$ cat config.mk
export PLATFORM = sky130hd
export DESIGN_NAME = seht_back
export DESIGN_NICKNAME = d
export VERILOG_FILES = /design/src/rtl/core/seht_pkg.sv /design/src/rtl/core/seht_back.sv
export SDC_FILE = /design/constraint.sdc
export NUM_CORES = 2
export LEC_CHECK = 0
export BUFFER_PORTS_ARGS = -buffer_cell sky130_fd_sc_hd__buf_2
export CAP_MARGIN = 40
export CORE_ASPECT_RATIO = 1.25
export CORE_UTILIZATION = 67
export CTS_CLUSTER_DIAMETER = 200
export DETAILED_ROUTE_END_ITERATION = 10
export PLACE_DENSITY = 0.92
export SKIP_LAST_GASP = 1
export SYNTH_ARGS = -nofsm -noshare
export SYNTH_HDL_FRONTEND = slang
export SYNTH_SLANG_ARGS = --single-unit
$ cat constraint.sdc
create_clock -name i_clk -period 40.2 [get_ports i_clk]
set_input_delay 6.03 -clock i_clk [delete_from_list [all_inputs] [get_ports i_clk]]
set_output_delay 6.03 -clock i_clk [all_outputs]
set_load 0.01 [all_outputs]
$ cat src/rtl/core/seht_pkg.sv
`default_nettype none

package seht_pkg;

    // Field and register widths
    localparam int COORD_BITS    = 24;
    localparam int FRAC_BITS     = 4;
    localparam int INSET_BITS    = 8;
    localparam int CFG_IDX_BITS  = 3;
    localparam int CFG_DATA_BITS = 24;

    // Datapath widths, sized from the worst-case magnitudes of each term
    localparam int GEO_W = 28;    // X, Y, P, Q, shrunk width and height
    localparam int SQ_W  = 52;    // W^2, H^2
    localparam int T_W   = 56;    // scratch product of two coordinates
    localparam int A_W   = 103;   // A
    localparam int B_W   = 106;   // B / 2
    localparam int C_W   = 108;   // C
    localparam int D_W   = 212;   // (B^2 - 4AC) / 4

    // Shared multiplier: MUL_W x MUL_W, DIG_W multiplier bits per step
    localparam int MUL_W     = 112;
    localparam int DIG_W     = 8;
    localparam int DIG_LOG   = 3;
    localparam int MUL_STEPS = MUL_W / DIG_W;
    localparam int STEP_W    = 4;
    localparam int PROD_W    = 2 * MUL_W;

    localparam logic [STEP_W-1:0] STEPS_GEO  = 4'd4;   // coordinate-sized operand
    localparam logic [STEP_W-1:0] STEPS_SQ   = 4'd7;   // squared-coordinate operand
    localparam logic [STEP_W-1:0] STEPS_WIDE = 4'd13;  // quadratic coefficient operand

    localparam int QUEUE_DEPTH = 4;
    localparam int QPTR_W      = 2;

    localparam logic [1:0] EDGE_LAST = 2'd3;

    typedef enum logic [CFG_IDX_BITS-1:0] {
        CFG_BOX_LEFT   = 3'd0,
        CFG_BOX_TOP    = 3'd1,
        CFG_BOX_WIDTH  = 3'd2,
        CFG_BOX_HEIGHT = 3'd3,
        CFG_INSET      = 3'd4
    } t_cfg_idx;

    typedef struct packed {
        logic signed [COORD_BITS-1:0] left;
        logic signed [COORD_BITS-1:0] top;
        logic        [COORD_BITS-1:0] width;
        logic        [COORD_BITS-1:0] height;
        logic        [INSET_BITS-1:0] inset;
    } t_cfg;

    typedef enum logic [1:0] {
        KIND_SEG,
        KIND_RECT,
        KIND_MISS
    } t_kind;

    typedef struct packed {
        t_kind                        kind;
        logic signed [COORD_BITS-1:0] ax;
        logic signed [COORD_BITS-1:0] ay;
        logic signed [COORD_BITS-1:0] bx;
        logic signed [COORD_BITS-1:0] by;
    } t_job;

    typedef enum logic [3:0] {
        SRC_WD, SRC_HT, SRC_X, SRC_Y, SRC_P, SRC_Q,
        SRC_T, SRC_W2, SRC_H2, SRC_A, SRC_B, SRC_C
    } t_src;

    typedef enum logic [2:0] {
        DST_W2, DST_H2, DST_T, DST_A, DST_B, DST_C, DST_D
    } t_dst;

    typedef enum logic [1:0] {
        ACC_LOAD, ACC_ADD, ACC_SUB
    } t_acc;

    typedef enum logic [4:0] {
        OP_W2, OP_H2, OP_PP, OP_A1, OP_QQ, OP_A2,
        OP_XP, OP_B1, OP_YQ, OP_B2,
        OP_XX, OP_C1, OP_YY, OP_C2, OP_WH,
        OP_BB, OP_AC
    } t_op;

    typedef struct packed {
        t_src              src_a;
        t_src              src_b;
        logic [STEP_W-1:0] steps;
        t_dst              dst;
        t_acc              acc;
    } t_op_info;

    typedef struct packed {
        logic busy;
        logic done;
    } t_mul_stat;

    typedef enum logic [3:0] {
        B_IDLE, B_SETUP, B_LOAD, B_MUL, B_ZTEST, B_DECIDE, B_FINAL, B_DONE
    } t_bstate;

    // Microprogram of the quadratic: src_b is fed to the multiplier digit by digit
    function automatic t_op_info op_info(input t_op op);
        t_op_info info;
        info = '{SRC_WD, SRC_WD, STEPS_GEO, DST_W2, ACC_LOAD};
        case (op)
            OP_W2:   info = '{SRC_WD, SRC_WD, STEPS_GEO,  DST_W2, ACC_LOAD};
            OP_H2:   info = '{SRC_HT, SRC_HT, STEPS_GEO,  DST_H2, ACC_LOAD};
            OP_PP:   info = '{SRC_P,  SRC_P,  STEPS_GEO,  DST_T,  ACC_LOAD};
            OP_A1:   info = '{SRC_H2, SRC_T,  STEPS_SQ,   DST_A,  ACC_LOAD};
            OP_QQ:   info = '{SRC_Q,  SRC_Q,  STEPS_GEO,  DST_T,  ACC_LOAD};
            OP_A2:   info = '{SRC_W2, SRC_T,  STEPS_SQ,   DST_A,  ACC_ADD};
            OP_XP:   info = '{SRC_X,  SRC_P,  STEPS_GEO,  DST_T,  ACC_LOAD};
            OP_B1:   info = '{SRC_H2, SRC_T,  STEPS_SQ,   DST_B,  ACC_LOAD};
            OP_YQ:   info = '{SRC_Y,  SRC_Q,  STEPS_GEO,  DST_T,  ACC_LOAD};
            OP_B2:   info = '{SRC_W2, SRC_T,  STEPS_SQ,   DST_B,  ACC_ADD};
            OP_XX:   info = '{SRC_X,  SRC_X,  STEPS_GEO,  DST_T,  ACC_LOAD};
            OP_C1:   info = '{SRC_H2, SRC_T,  STEPS_SQ,   DST_C,  ACC_LOAD};
            OP_YY:   info = '{SRC_Y,  SRC_Y,  STEPS_GEO,  DST_T,  ACC_LOAD};
            OP_C2:   info = '{SRC_W2, SRC_T,  STEPS_SQ,   DST_C,  ACC_ADD};
            OP_WH:   info = '{SRC_H2, SRC_W2, STEPS_SQ,   DST_C,  ACC_SUB};
            OP_BB:   info = '{SRC_B,  SRC_B,  STEPS_WIDE, DST_D,  ACC_LOAD};
            OP_AC:   info = '{SRC_C,  SRC_A,  STEPS_WIDE, DST_D,  ACC_SUB};
            default: info = '{SRC_WD, SRC_WD, STEPS_GEO,  DST_W2, ACC_LOAD};
        endcase
        return info;
    endfunction

endpackage

`default_nettype wire

$ cat src/rtl/core/seht_back.sv
`default_nettype none

module seht_back import seht_pkg::*; (
    input  logic              i_clk,
    input  logic              i_rst_n,
    input  t_cfg              i_cfg,
    input  t_job              i_job,
    input  logic              i_job_valid,
    output logic              o_pop,
    output logic              o_mul_start,
    output logic [MUL_W-1:0]  o_mul_a,
    output logic [MUL_W-1:0]  o_mul_b,
    output logic [STEP_W-1:0] o_mul_steps,
    input  t_mul_stat         i_mul_stat,
    input  logic [PROD_W-1:0] i_mul_prod,
    output logic              o_out_valid,
    input  logic              i_out_stall,
    output logic              o_hit
);

    localparam int F_W = C_W + 1;
    localparam int S_W = INSET_BITS + FRAC_BITS;

    t_bstate                  r_state, n_state;
    t_job                     r_job;
    logic [1:0]               r_edge;
    t_op                      r_op;
    logic                     r_res;
    logic                     r_neg;
    logic signed [GEO_W-1:0]  r_wd, r_ht, r_x, r_y, r_p, r_q;
    logic signed [SQ_W-1:0]   r_w2, r_h2;
    logic signed [T_W-1:0]    r_t;
    logic signed [A_W-1:0]    r_a;
    logic signed [B_W-1:0]    r_b;
    logic signed [C_W-1:0]    r_c;
    logic signed [D_W-1:0]    r_d;
    logic                     r_out_valid;
    logic                     r_hit;

    t_op_info                 info;
    logic signed [COORD_BITS-1:0] x1, y1, x2, y2;
    logic [S_W-1:0]           g_s;
    logic signed [GEO_W-1:0]  g_wd, g_ht, g_cx2, g_cy2;
    logic signed [MUL_W:0]    val_a, val_b;
    logic [PROD_W-1:0]        base, wb_res;
    logic                     wb_sub;
    logic signed [F_W-1:0]    f1;
    logic signed [B_W:0]      ab;
    logic                     a_zero, dec_hit, dec_miss, last_seg, out_free;
    logic                     seg_end, seg_hit;

    assign info     = op_info(r_op);
    assign last_seg = (r_job.kind != KIND_RECT) || (r_edge == EDGE_LAST);
    assign out_free = !r_out_valid || !i_out_stall;

    // Endpoints of the current segment or rectangle edge
    always_comb begin
        x1 = r_job.ax; y1 = r_job.ay; x2 = r_job.bx; y2 = r_job.by;
        if (r_job.kind == KIND_RECT) begin
            case (r_edge)
                2'd0: begin x1 = r_job.ax; y1 = r_job.ay; x2 = r_job.bx; y2 = r_job.ay; end
                2'd1: begin x1 = r_job.bx; y1 = r_job.ay; x2 = r_job.bx; y2 = r_job.by; end
                2'd2: begin x1 = r_job.bx; y1 = r_job.by; x2 = r_job.ax; y2 = r_job.by; end
                default: begin
                    x1 = r_job.ax; y1 = r_job.by; x2 = r_job.ax; y2 = r_job.ay;
                end
            endcase
        end
    end

    // Doubled coordinates about the ellipse center
    always_comb begin
        g_s   = {i_cfg.inset, FRAC_BITS'(0)};
        g_wd  = signed'(GEO_W'(i_cfg.width))  - signed'(GEO_W'({g_s, 1'b0}));
        g_ht  = signed'(GEO_W'(i_cfg.height)) - signed'(GEO_W'({g_s, 1'b0}));
        g_cx2 = ((GEO_W'(i_cfg.left) + signed'(GEO_W'(g_s))) <<< 1) + g_wd;
        g_cy2 = ((GEO_W'(i_cfg.top)  + signed'(GEO_W'(g_s))) <<< 1) + g_ht;
    end

    always_comb begin
        case (info.src_a)
            SRC_WD:  val_a = (MUL_W+1)'(r_wd);
            SRC_HT:  val_a = (MUL_W+1)'(r_ht);
            SRC_X:   val_a = (MUL_W+1)'(r_x);
            SRC_Y:   val_a = (MUL_W+1)'(r_y);
            SRC_P:   val_a = (MUL_W+1)'(r_p);
            SRC_Q:   val_a = (MUL_W+1)'(r_q);
            SRC_T:   val_a = (MUL_W+1)'(r_t);
            SRC_W2:  val_a = (MUL_W+1)'(r_w2);
            SRC_H2:  val_a = (MUL_W+1)'(r_h2);
            SRC_A:   val_a = (MUL_W+1)'(r_a);
            SRC_B:   val_a = (MUL_W+1)'(r_b);
            SRC_C:   val_a = (MUL_W+1)'(r_c);
            default: val_a = '0;
        endcase
        case (info.src_b)
            SRC_WD:  val_b = (MUL_W+1)'(r_wd);
            SRC_HT:  val_b = (MUL_W+1)'(r_ht);
            SRC_X:   val_b = (MUL_W+1)'(r_x);
            SRC_Y:   val_b = (MUL_W+1)'(r_y);
            SRC_P:   val_b = (MUL_W+1)'(r_p);
            SRC_Q:   val_b = (MUL_W+1)'(r_q);
            SRC_T:   val_b = (MUL_W+1)'(r_t);
            SRC_W2:  val_b = (MUL_W+1)'(r_w2);
            SRC_H2:  val_b = (MUL_W+1)'(r_h2);
            SRC_A:   val_b = (MUL_W+1)'(r_a);
            SRC_B:   val_b = (MUL_W+1)'(r_b);
            SRC_C:   val_b = (MUL_W+1)'(r_c);
            default: val_b = '0;
        endcase
    end

    assign o_mul_a     = val_a[MUL_W] ? MUL_W'(-val_a) : val_a[MUL_W-1:0];
    assign o_mul_b     = val_b[MUL_W] ? MUL_W'(-val_b) : val_b[MUL_W-1:0];
    assign o_mul_steps = info.steps;

    // Signed accumulate of the unsigned product into the destination
    always_comb begin
        case (info.dst)
            DST_W2:  base = PROD_W'(r_w2);
            DST_H2:  base = PROD_W'(r_h2);
            DST_T:   base = PROD_W'(r_t);
            DST_A:   base = PROD_W'(r_a);
            DST_B:   base = PROD_W'(r_b);
            DST_C:   base = PROD_W'(r_c);
            DST_D:   base = PROD_W'(r_d);
            default: base = '0;
        endcase
        if (info.acc == ACC_LOAD) begin
            base = '0;
        end
        wb_sub = (info.acc == ACC_SUB) ^ r_neg;
        wb_res = base + (wb_sub ? ~i_mul_prod : i_mul_prod) + PROD_W'(wb_sub);
    end

    // Root tests on C = f(0) and F1 = f(1); B is held halved
    always_comb begin
        f1       = F_W'(r_a) + (F_W'(r_b) <<< 1) + F_W'(r_c);
        ab       = (B_W+1)'(r_a) + (B_W+1)'(r_b);
        a_zero   = (r_a == '0);
        dec_hit  = (r_c == '0) || (f1 == '0) || (r_c[C_W-1] != f1[F_W-1]);
        dec_miss = r_c[C_W-1] || (!r_b[B_W-1] && (r_b != '0)) || ab[B_W];
    end

    always_comb begin
        n_state     = r_state;
        o_pop       = 1'b0;
        o_mul_start = 1'b0;
        seg_end     = 1'b0;
        seg_hit     = 1'b0;
        case (r_state)
            B_IDLE: begin
                if (i_job_valid) begin
                    o_pop   = 1'b1;
                    n_state = (i_job.kind == KIND_MISS) ? B_DONE : B_SETUP;
                end
            end
            B_SETUP: n_state = B_LOAD;
            B_LOAD: begin
                o_mul_start = 1'b1;
                n_state     = B_MUL;
            end
            B_MUL: begin
                if (i_mul_stat.done) begin
                    case (r_op)
                        OP_A2:   n_state = B_ZTEST;
                        OP_WH:   n_state = B_DECIDE;
                        OP_AC:   n_state = B_FINAL;
                        default: n_state = B_LOAD;
                    endcase
                end
            end
            B_ZTEST: begin
                if (a_zero) begin
                    seg_end = 1'b1;
                end else begin
                    n_state = B_LOAD;
                end
            end
            B_DECIDE: begin
                if (dec_hit) begin
                    seg_end = 1'b1;
                    seg_hit = 1'b1;
                end else if (dec_miss) begin
                    seg_end = 1'b1;
                end else begin
                    n_state = B_LOAD;
                end
            end
            B_FINAL: begin
                seg_end = 1'b1;
                seg_hit = !r_d[D_W-1];
            end
            B_DONE: begin
                if (out_free) begin
                    n_state = B_IDLE;
                end
            end
            default: n_state = B_IDLE;
        endcase
        if (seg_end) begin
            n_state = (seg_hit || last_seg) ? B_DONE : B_SETUP;
        end
    end

    always_ff @(posedge i_clk) begin
        if (!i_rst_n) begin
            r_state     <= B_IDLE;
            r_out_valid <= 1'b0;
        end else begin
            r_state <= n_state;
            if (r_state == B_DONE && out_free) begin
                r_out_valid <= 1'b1;
            end else if (!i_out_stall) begin
                r_out_valid <= 1'b0;
            end
        end
    end

    always_ff @(posedge i_clk) begin
        if (r_state == B_IDLE && i_job_valid) begin
            r_job  <= i_job;
            r_edge <= 2'd0;
            r_res  <= 1'b0;
            r_op   <= OP_W2;
        end
        if (r_state == B_SETUP) begin
            r_wd <= g_wd;
            r_ht <= g_ht;
            r_x  <= (GEO_W'(x1) <<< 1) - g_cx2;
            r_y  <= (GEO_W'(y1) <<< 1) - g_cy2;
            r_p  <= (GEO_W'(x2) - GEO_W'(x1)) <<< 1;
            r_q  <= (GEO_W'(y2) - GEO_W'(y1)) <<< 1;
        end
        if (r_state == B_LOAD) begin
            r_neg <= val_a[MUL_W] ^ val_b[MUL_W];
        end
        if (r_state == B_MUL && i_mul_stat.done) begin
            case (info.dst)
                DST_W2:  r_w2 <= wb_res[SQ_W-1:0];
                DST_H2:  r_h2 <= wb_res[SQ_W-1:0];
                DST_T:   r_t  <= wb_res[T_W-1:0];
                DST_A:   r_a  <= wb_res[A_W-1:0];
                DST_B:   r_b  <= wb_res[B_W-1:0];
                DST_C:   r_c  <= wb_res[C_W-1:0];
                DST_D:   r_d  <= wb_res[D_W-1:0];
                default: r_d  <= r_d;
            endcase
            if (r_op != OP_AC) begin
                r_op <= t_op'(r_op + 1'b1);
            end
        end
        if (seg_end) begin
            if (seg_hit) begin
                r_res <= 1'b1;
            end else if (!last_seg) begin
                // next rectangle edge reuses W^2 and H^2
                r_edge <= r_edge + 1'b1;
                r_op   <= OP_PP;
            end
        end
        if (r_state == B_DONE && out_free) begin
            r_hit <= r_res;
        end
    end

    assign o_out_valid = r_out_valid;
    assign o_hit       = r_hit;

    a_mul_free: assert property (@(posedge i_clk) disable iff (!i_rst_n)
        (r_state == B_LOAD) |-> !i_mul_stat.busy)
        else $error("multiply started while the multiplier is busy");

    a_done_in_mul: assert property (@(posedge i_clk) disable iff (!i_rst_n)
        i_mul_stat.done |-> (r_state == B_MUL))
        else $error("multiplier finished outside the multiply state");

    a_edge_rect: assert property (@(posedge i_clk) disable iff (!i_rst_n)
        (r_edge != 2'd0 && r_state != B_IDLE) |-> (r_job.kind == KIND_RECT))
        else $error("edge walk on a job that is not a rectangle");

    a_result_held: assert property (@(posedge i_clk) disable iff (!i_rst_n)
        (r_state == B_DONE && r_out_valid && i_out_stall) |=> (r_state == B_DONE))
        else $error("result left while the output register was full");

endmodule

`default_nettype wire

==> results.sh, run 1 <==
export IMPL_status="did not finish"
export IMPL_lastStage="global routing"
export IMPL_tool_error="[ERROR GRT-0116] Global routing finished with congestion. Check the congestion regions in the DRC Viewer."
export IMPL_grt_usage_pct=68.44
export IMPL_syn_area_mm2=0.08786
export IMPL_avgSynthCellArea_um2=9.187
export IMPL_numCtsBuffers=99
export IMPL_ys_flop_type="edfxtp_1"
export IMPL_synth_top_area_share_pct=32.30
export IMPL_grt_max_degree=172
export IMPL_die_h_um=406.9
export IMPL_ys_async_sr_fraction_pct=0
export IMPL_cts_resized=0
export IMPL_syn_instance_count=9564
export IMPL_synth_edf_count=945
export IMPL_synth_seq_cells=972
export IMPL_grt_pass1_wl_um=675400
export IMPL_yosysTopAreaCell="edfxtp_1"
export IMPL_die_w_um=325.9
export IMPL_root_buffer="clkbuf_16"
export IMPL_yosys_cell_types_count=130
export IMPL_yosysSeqAreaShare_pct=32.91
export IMPL_overflow=483
export IMPL_ios=664
export IMPL_gp_congestion=1.327
export IMPL_post_cts_buffers=0
export IMPL_start_util_pct=67.49
export IMPL_dp_hpwl_um=305900
export IMPL_grt_pass1_vias=94370
export IMPL_cts_sinks=972
export IMPL_yosys_top_cells_area="edfxtp_1, ha_1, xnor2_1, a21oi_1, fa_1"
export IMPL_ctsHoldBuffers=0
export IMPL_cts_max_path_buffers=3
export IMPL_rows=148
export IMPL_ys_warn_count=0
export IMPL_port_buffers=641
export IMPL_htreeDepth=3
-- layer usage --
layer  global-route usage [%]  overflow
met5                    23.03         4
met4                    66.54       205
met3                    46.45        15
met2                    89.40       255
met1                    69.63         4
-- metrics by stage --
step	setup WS, ps	std cells	instance area, µm²
after detailed placement	26830	11600	93080
after global placement	26680	11560	92600
after floorplan	18530	9571	87890
after CTS	26070	11780	96390
-- synth_stat cells (70+ instances only) --
cell type and count:
nor2_1 653, a31oi_1 157, nor3_1 162, nor4_1 132, a21oi_1 925, nor2b_1 111, o21a_1 70, nand2_1 733
xor2_1 263, o21bai_1 103, mux2i_1 280, edfxtp_1 945, mux2_2 112, nand2b_1 105, a22o_1 80, nand3_1 123
a22oi_1 381, a21o_1 212, inv_1 331, xnor2_1 547, o21ai_0 556, clkbuf_1 391, fa_1 165, nand4_1 204
buf_2 81, ha_1 575
-- logic make-up after synthesis --
group	Yosys count	share of synthesized area, %
multiplexers	405	4.877
adder cells (fa/ha/maj)	740	11.95
buffers and inverters	925	4.372
other	2	0.008547
flip-flops	972	32.91
AO/OA/AOI/OAI	3113	23.04
XOR/XNOR	810	8.074
AND/OR/NAND/NOR	2597	14.77
==> inputs of run 2 (changes only) <==
--- a/config.mk
+++ b/config.mk
@@ -7,11 +7,9 @@
 export LEC_CHECK = 0
 export BUFFER_PORTS_ARGS = -buffer_cell sky130_fd_sc_hd__buf_2
 export CAP_MARGIN = 40
-export CORE_ASPECT_RATIO = 1.25
-export CORE_UTILIZATION = 67
-export CTS_CLUSTER_DIAMETER = 200
+export CORE_UTILIZATION = 40
 export DETAILED_ROUTE_END_ITERATION = 10
-export PLACE_DENSITY = 0.92
+export PLACE_DENSITY_LB_ADDON = 0.15
 export SKIP_LAST_GASP = 1
 export SYNTH_ARGS = -nofsm -noshare
 export SYNTH_HDL_FRONTEND = slang
==> run 2 against run 1 <==
Compared with the run above:
- the flow now finishes without violations
- synthesized cell count stayed put
- synthesized area did not move
==> results.sh, run 2 <==
export IMPL_status="finished clean"
export IMPL_grt_pass1_wl_um=610400
export IMPL_ys_flop_type="edfxtp_1"
export IMPL_yosys_cell_types_count=130
export IMPL_finalHoldViolations=0
export IMPL_cts_resized=0
export IMPL_finalSetupTns_ps=0
export IMPL_drt_total_wl_um=439900
export IMPL_fillers=21140
export IMPL_final_cell_mix="edfxtp_1, a21oi_1, nand2_1"
export IMPL_drt_iter0_drc=11680
export IMPL_wire_per_inst_um=33.87
export IMPL_drt_pass1_iterations=9
export IMPL_worst_slew_pin_slew_ps=1175
export IMPL_yosysTopAreaCell="edfxtp_1"
export IMPL_dp_hpwl_um=344700
export IMPL_p_leak_nw=37.04
export IMPL_die_w_um=470.7
export IMPL_reg_largest_list="r_d: 212 flops, r_c: 108 flops, r_b: 106 flops"
export IMPL_grt_pass1_vias=80730
export IMPL_clk_pin_slew_ps=70
export IMPL_seq_power_share_pct=23.6
export IMPL_yosys_cell_count_top_type="edfxtp_1"
export IMPL_synth_edf_count=945
export IMPL_drc=0
export IMPL_postRouteAntennaNets=0
export IMPL_fmax_mhz=68.60
export IMPL_final_max_slew_viol_count=0
export IMPL_crit_reg2reg_launch="info[2]"
export IMPL_ctsHoldBuffers=0
export IMPL_layout_commonest_cell="edfxtp_1"
export IMPL_rows=171
export IMPL_crit_required_ps=34170
export IMPL_end_kind="output pin"
export IMPL_clk_latency_ps=870
export IMPL_antenna_found_initial=26
export IMPL_cts_max_path_buffers=3
export IMPL_syn_area_mm2=0.08786
export IMPL_htreeDepth=3
export IMPL_cts_sinks=972
export IMPL_coreArea_mm2=0.2178
export IMPL_synthTopCellsByCount="edfxtp_1, a21oi_1, nand2_1"
export IMPL_worstPathArrival_ps=8550
export IMPL_grt_max_degree=100
export IMPL_post_route_period_util_pct=36.26
export IMPL_slew_headroom_pct=21.43
export IMPL_largest_register_ffs=212
export IMPL_tritoncts="done"
export IMPL_die_h_um=470.7
export IMPL_post_cts_buffers=0
export IMPL_holdCritStartpoint="r_res"
export IMPL_yosys_top_cells_area="edfxtp_1, ha_1, xnor2_1, a21oi_1, fa_1"
export IMPL_timing_worst_setup_path_type="register to output pin"
export IMPL_setup_viol=0
export IMPL_rsz0062_at_grt="false"
export IMPL_pwr_share_comb_pct=58.3
export IMPL_synth_seq_cells=972
export IMPL_avgSynthCellArea_um2=9.187
export IMPL_ys_async_sr_fraction_pct=0
export IMPL_powerDensity_mw_per_mm2=66.37
export IMPL_yosysSeqAreaShare_pct=32.91
export IMPL_die_area_mm2=0.2215
export IMPL_regMostFlops="r_d"
export IMPL_drive_gt1_share_pct=14.27
export IMPL_vdd_ir_drop_worst_mv=0.05711
export IMPL_syn_instance_count=9564
export IMPL_critPathLaunch="info[14]"
export IMPL_cp_max_fo=38
export IMPL_start_util_pct=40.34
export IMPL_p_switching_mw=3.224
export IMPL_ios=664
export IMPL_port_buffers=641
export IMPL_hp_class="register to register"
export IMPL_setup_ws_ps=25620
export IMPL_regArea_mm2=0.02895
export IMPL_multi_input_area_mm2=0.05548
export IMPL_synth_top_area_share_pct=32.30
export IMPL_ys_warn_count=0
export IMPL_gp_congestion=1.058
export IMPL_grt_usage_pct=38.28
export IMPL_internal_power_mw=3.350
export IMPL_power_frac_clock_pct=18.1
export IMPL_pre_cts_ws_ps=26290
export IMPL_min_period_ps=14580
export IMPL_p_sw_share_pct=49.04
export IMPL_root_buffer="clkbuf_16"
export IMPL_area_delta_synth_final_pct=12.74
export IMPL_nNetsFinal=11190
export IMPL_overflow=0
export IMPL_viasPerCell=6.562
export IMPL_drv_cap=0
export IMPL_startpoint_type="register"
export IMPL_numCtsBuffers=118
export IMPL_finalClockSkew_ps=94.10
export IMPL_vias=85220
## run 2: cell counts after synthesis
No cell type changed its count.
## run 2: per-layer routing
layer	wire length [µm]	up-vias	GRT usage, %	part of all wire [%]
met5	98	-	0	0.022
met4	27410	14	20.20	6.2
met3	45880	1022	9.791	10
met2	184500	5130	56.54	42
met1	181900	42080	51.13	41
li1	-	36970	-	-
## run 2: path summary, 6_finish.rpt
check,slack (ps),cells past startpoint,end
worst min register to register,480,0,o_hit
worst max register to register,29370,26,r_d[208]
worst max-delay path,25620,22,o_mul_a[84]
worst min-delay path,480,0,o_hit
## run 2: kinds of logic after synthesis
| logic type | Yosys count | share of synthesized area, % |
|---|---|---|
| AOI/OAI and AO/OA | 3113 | 23.04 |
| xor gates and xnor gates | 810 | 8.074 |
| adders and majority gates | 740 | 11.95 |
| buffers and inverters | 925 | 4.372 |
| DFF | 972 | 32.91 |
| muxes | 405 | 4.877 |
| other | 2 | 0.008547 |
| and+or+nand+nor | 2597 | 14.77 |
## run 2: power by group through the flow
stage	registers [mW]	clock network, mW	logic (mW)
global placement	1.56	0	3.68
global route	1.55	1.23	4.02
CTS	1.54	1.20	3.75
floorplan	1.50	0	2.23
detailed placement	1.56	0	3.73
finish	1.55	1.19	3.83
## run 2: stage by stage
step	total power, mW	area [µm²]	hold WS [ps]	cells	util (%)
6_report	6.574	99060	475.2	12990	45.48
5_1_grt	6.806	99020	503.5	12970	45.46
4_1_cts	6.488	98970	485.1	12970	45.44
3_5_place_dp	5.293	94730	469.7	12740	43.49
3_3_place_gp	5.237	94100	460.3	12690	43.21
2_1_floorplan	3.734	87890	408.6	9571	-
## run 2: final cells by class
cell class              instances  area share [%]
multi-input cells            7674           56.01
flip-flops and latches        972           29.22
repair buffers                910           5.556
well taps                    2854           3.605
clock buffers                 137           3.074
inverters                     338           1.283
clock inverters                86           1.211
diodes                         15         0.03789
## run 2: critical path, cell delays in order (launching register included)
cell,delay [ps]
dfxtp_4,350
buf_4,520
buf_4,680
nor4b_2,120
buf_4,250
a22o_1,260
a221oi_1,900
nand2_1,110
or4_1,500
nor4_2,320
and3_1,250
nand4_2,260
nor4_4,720
nand2_1,200
nor2_1,310
nand2_1,120
or2_4,310
nor2_2,270
nand3_1,160
a21oi_1,180
nor2_1,50
a21oi_1,510
buf_2,240
(Power assumes the default switching activity.)
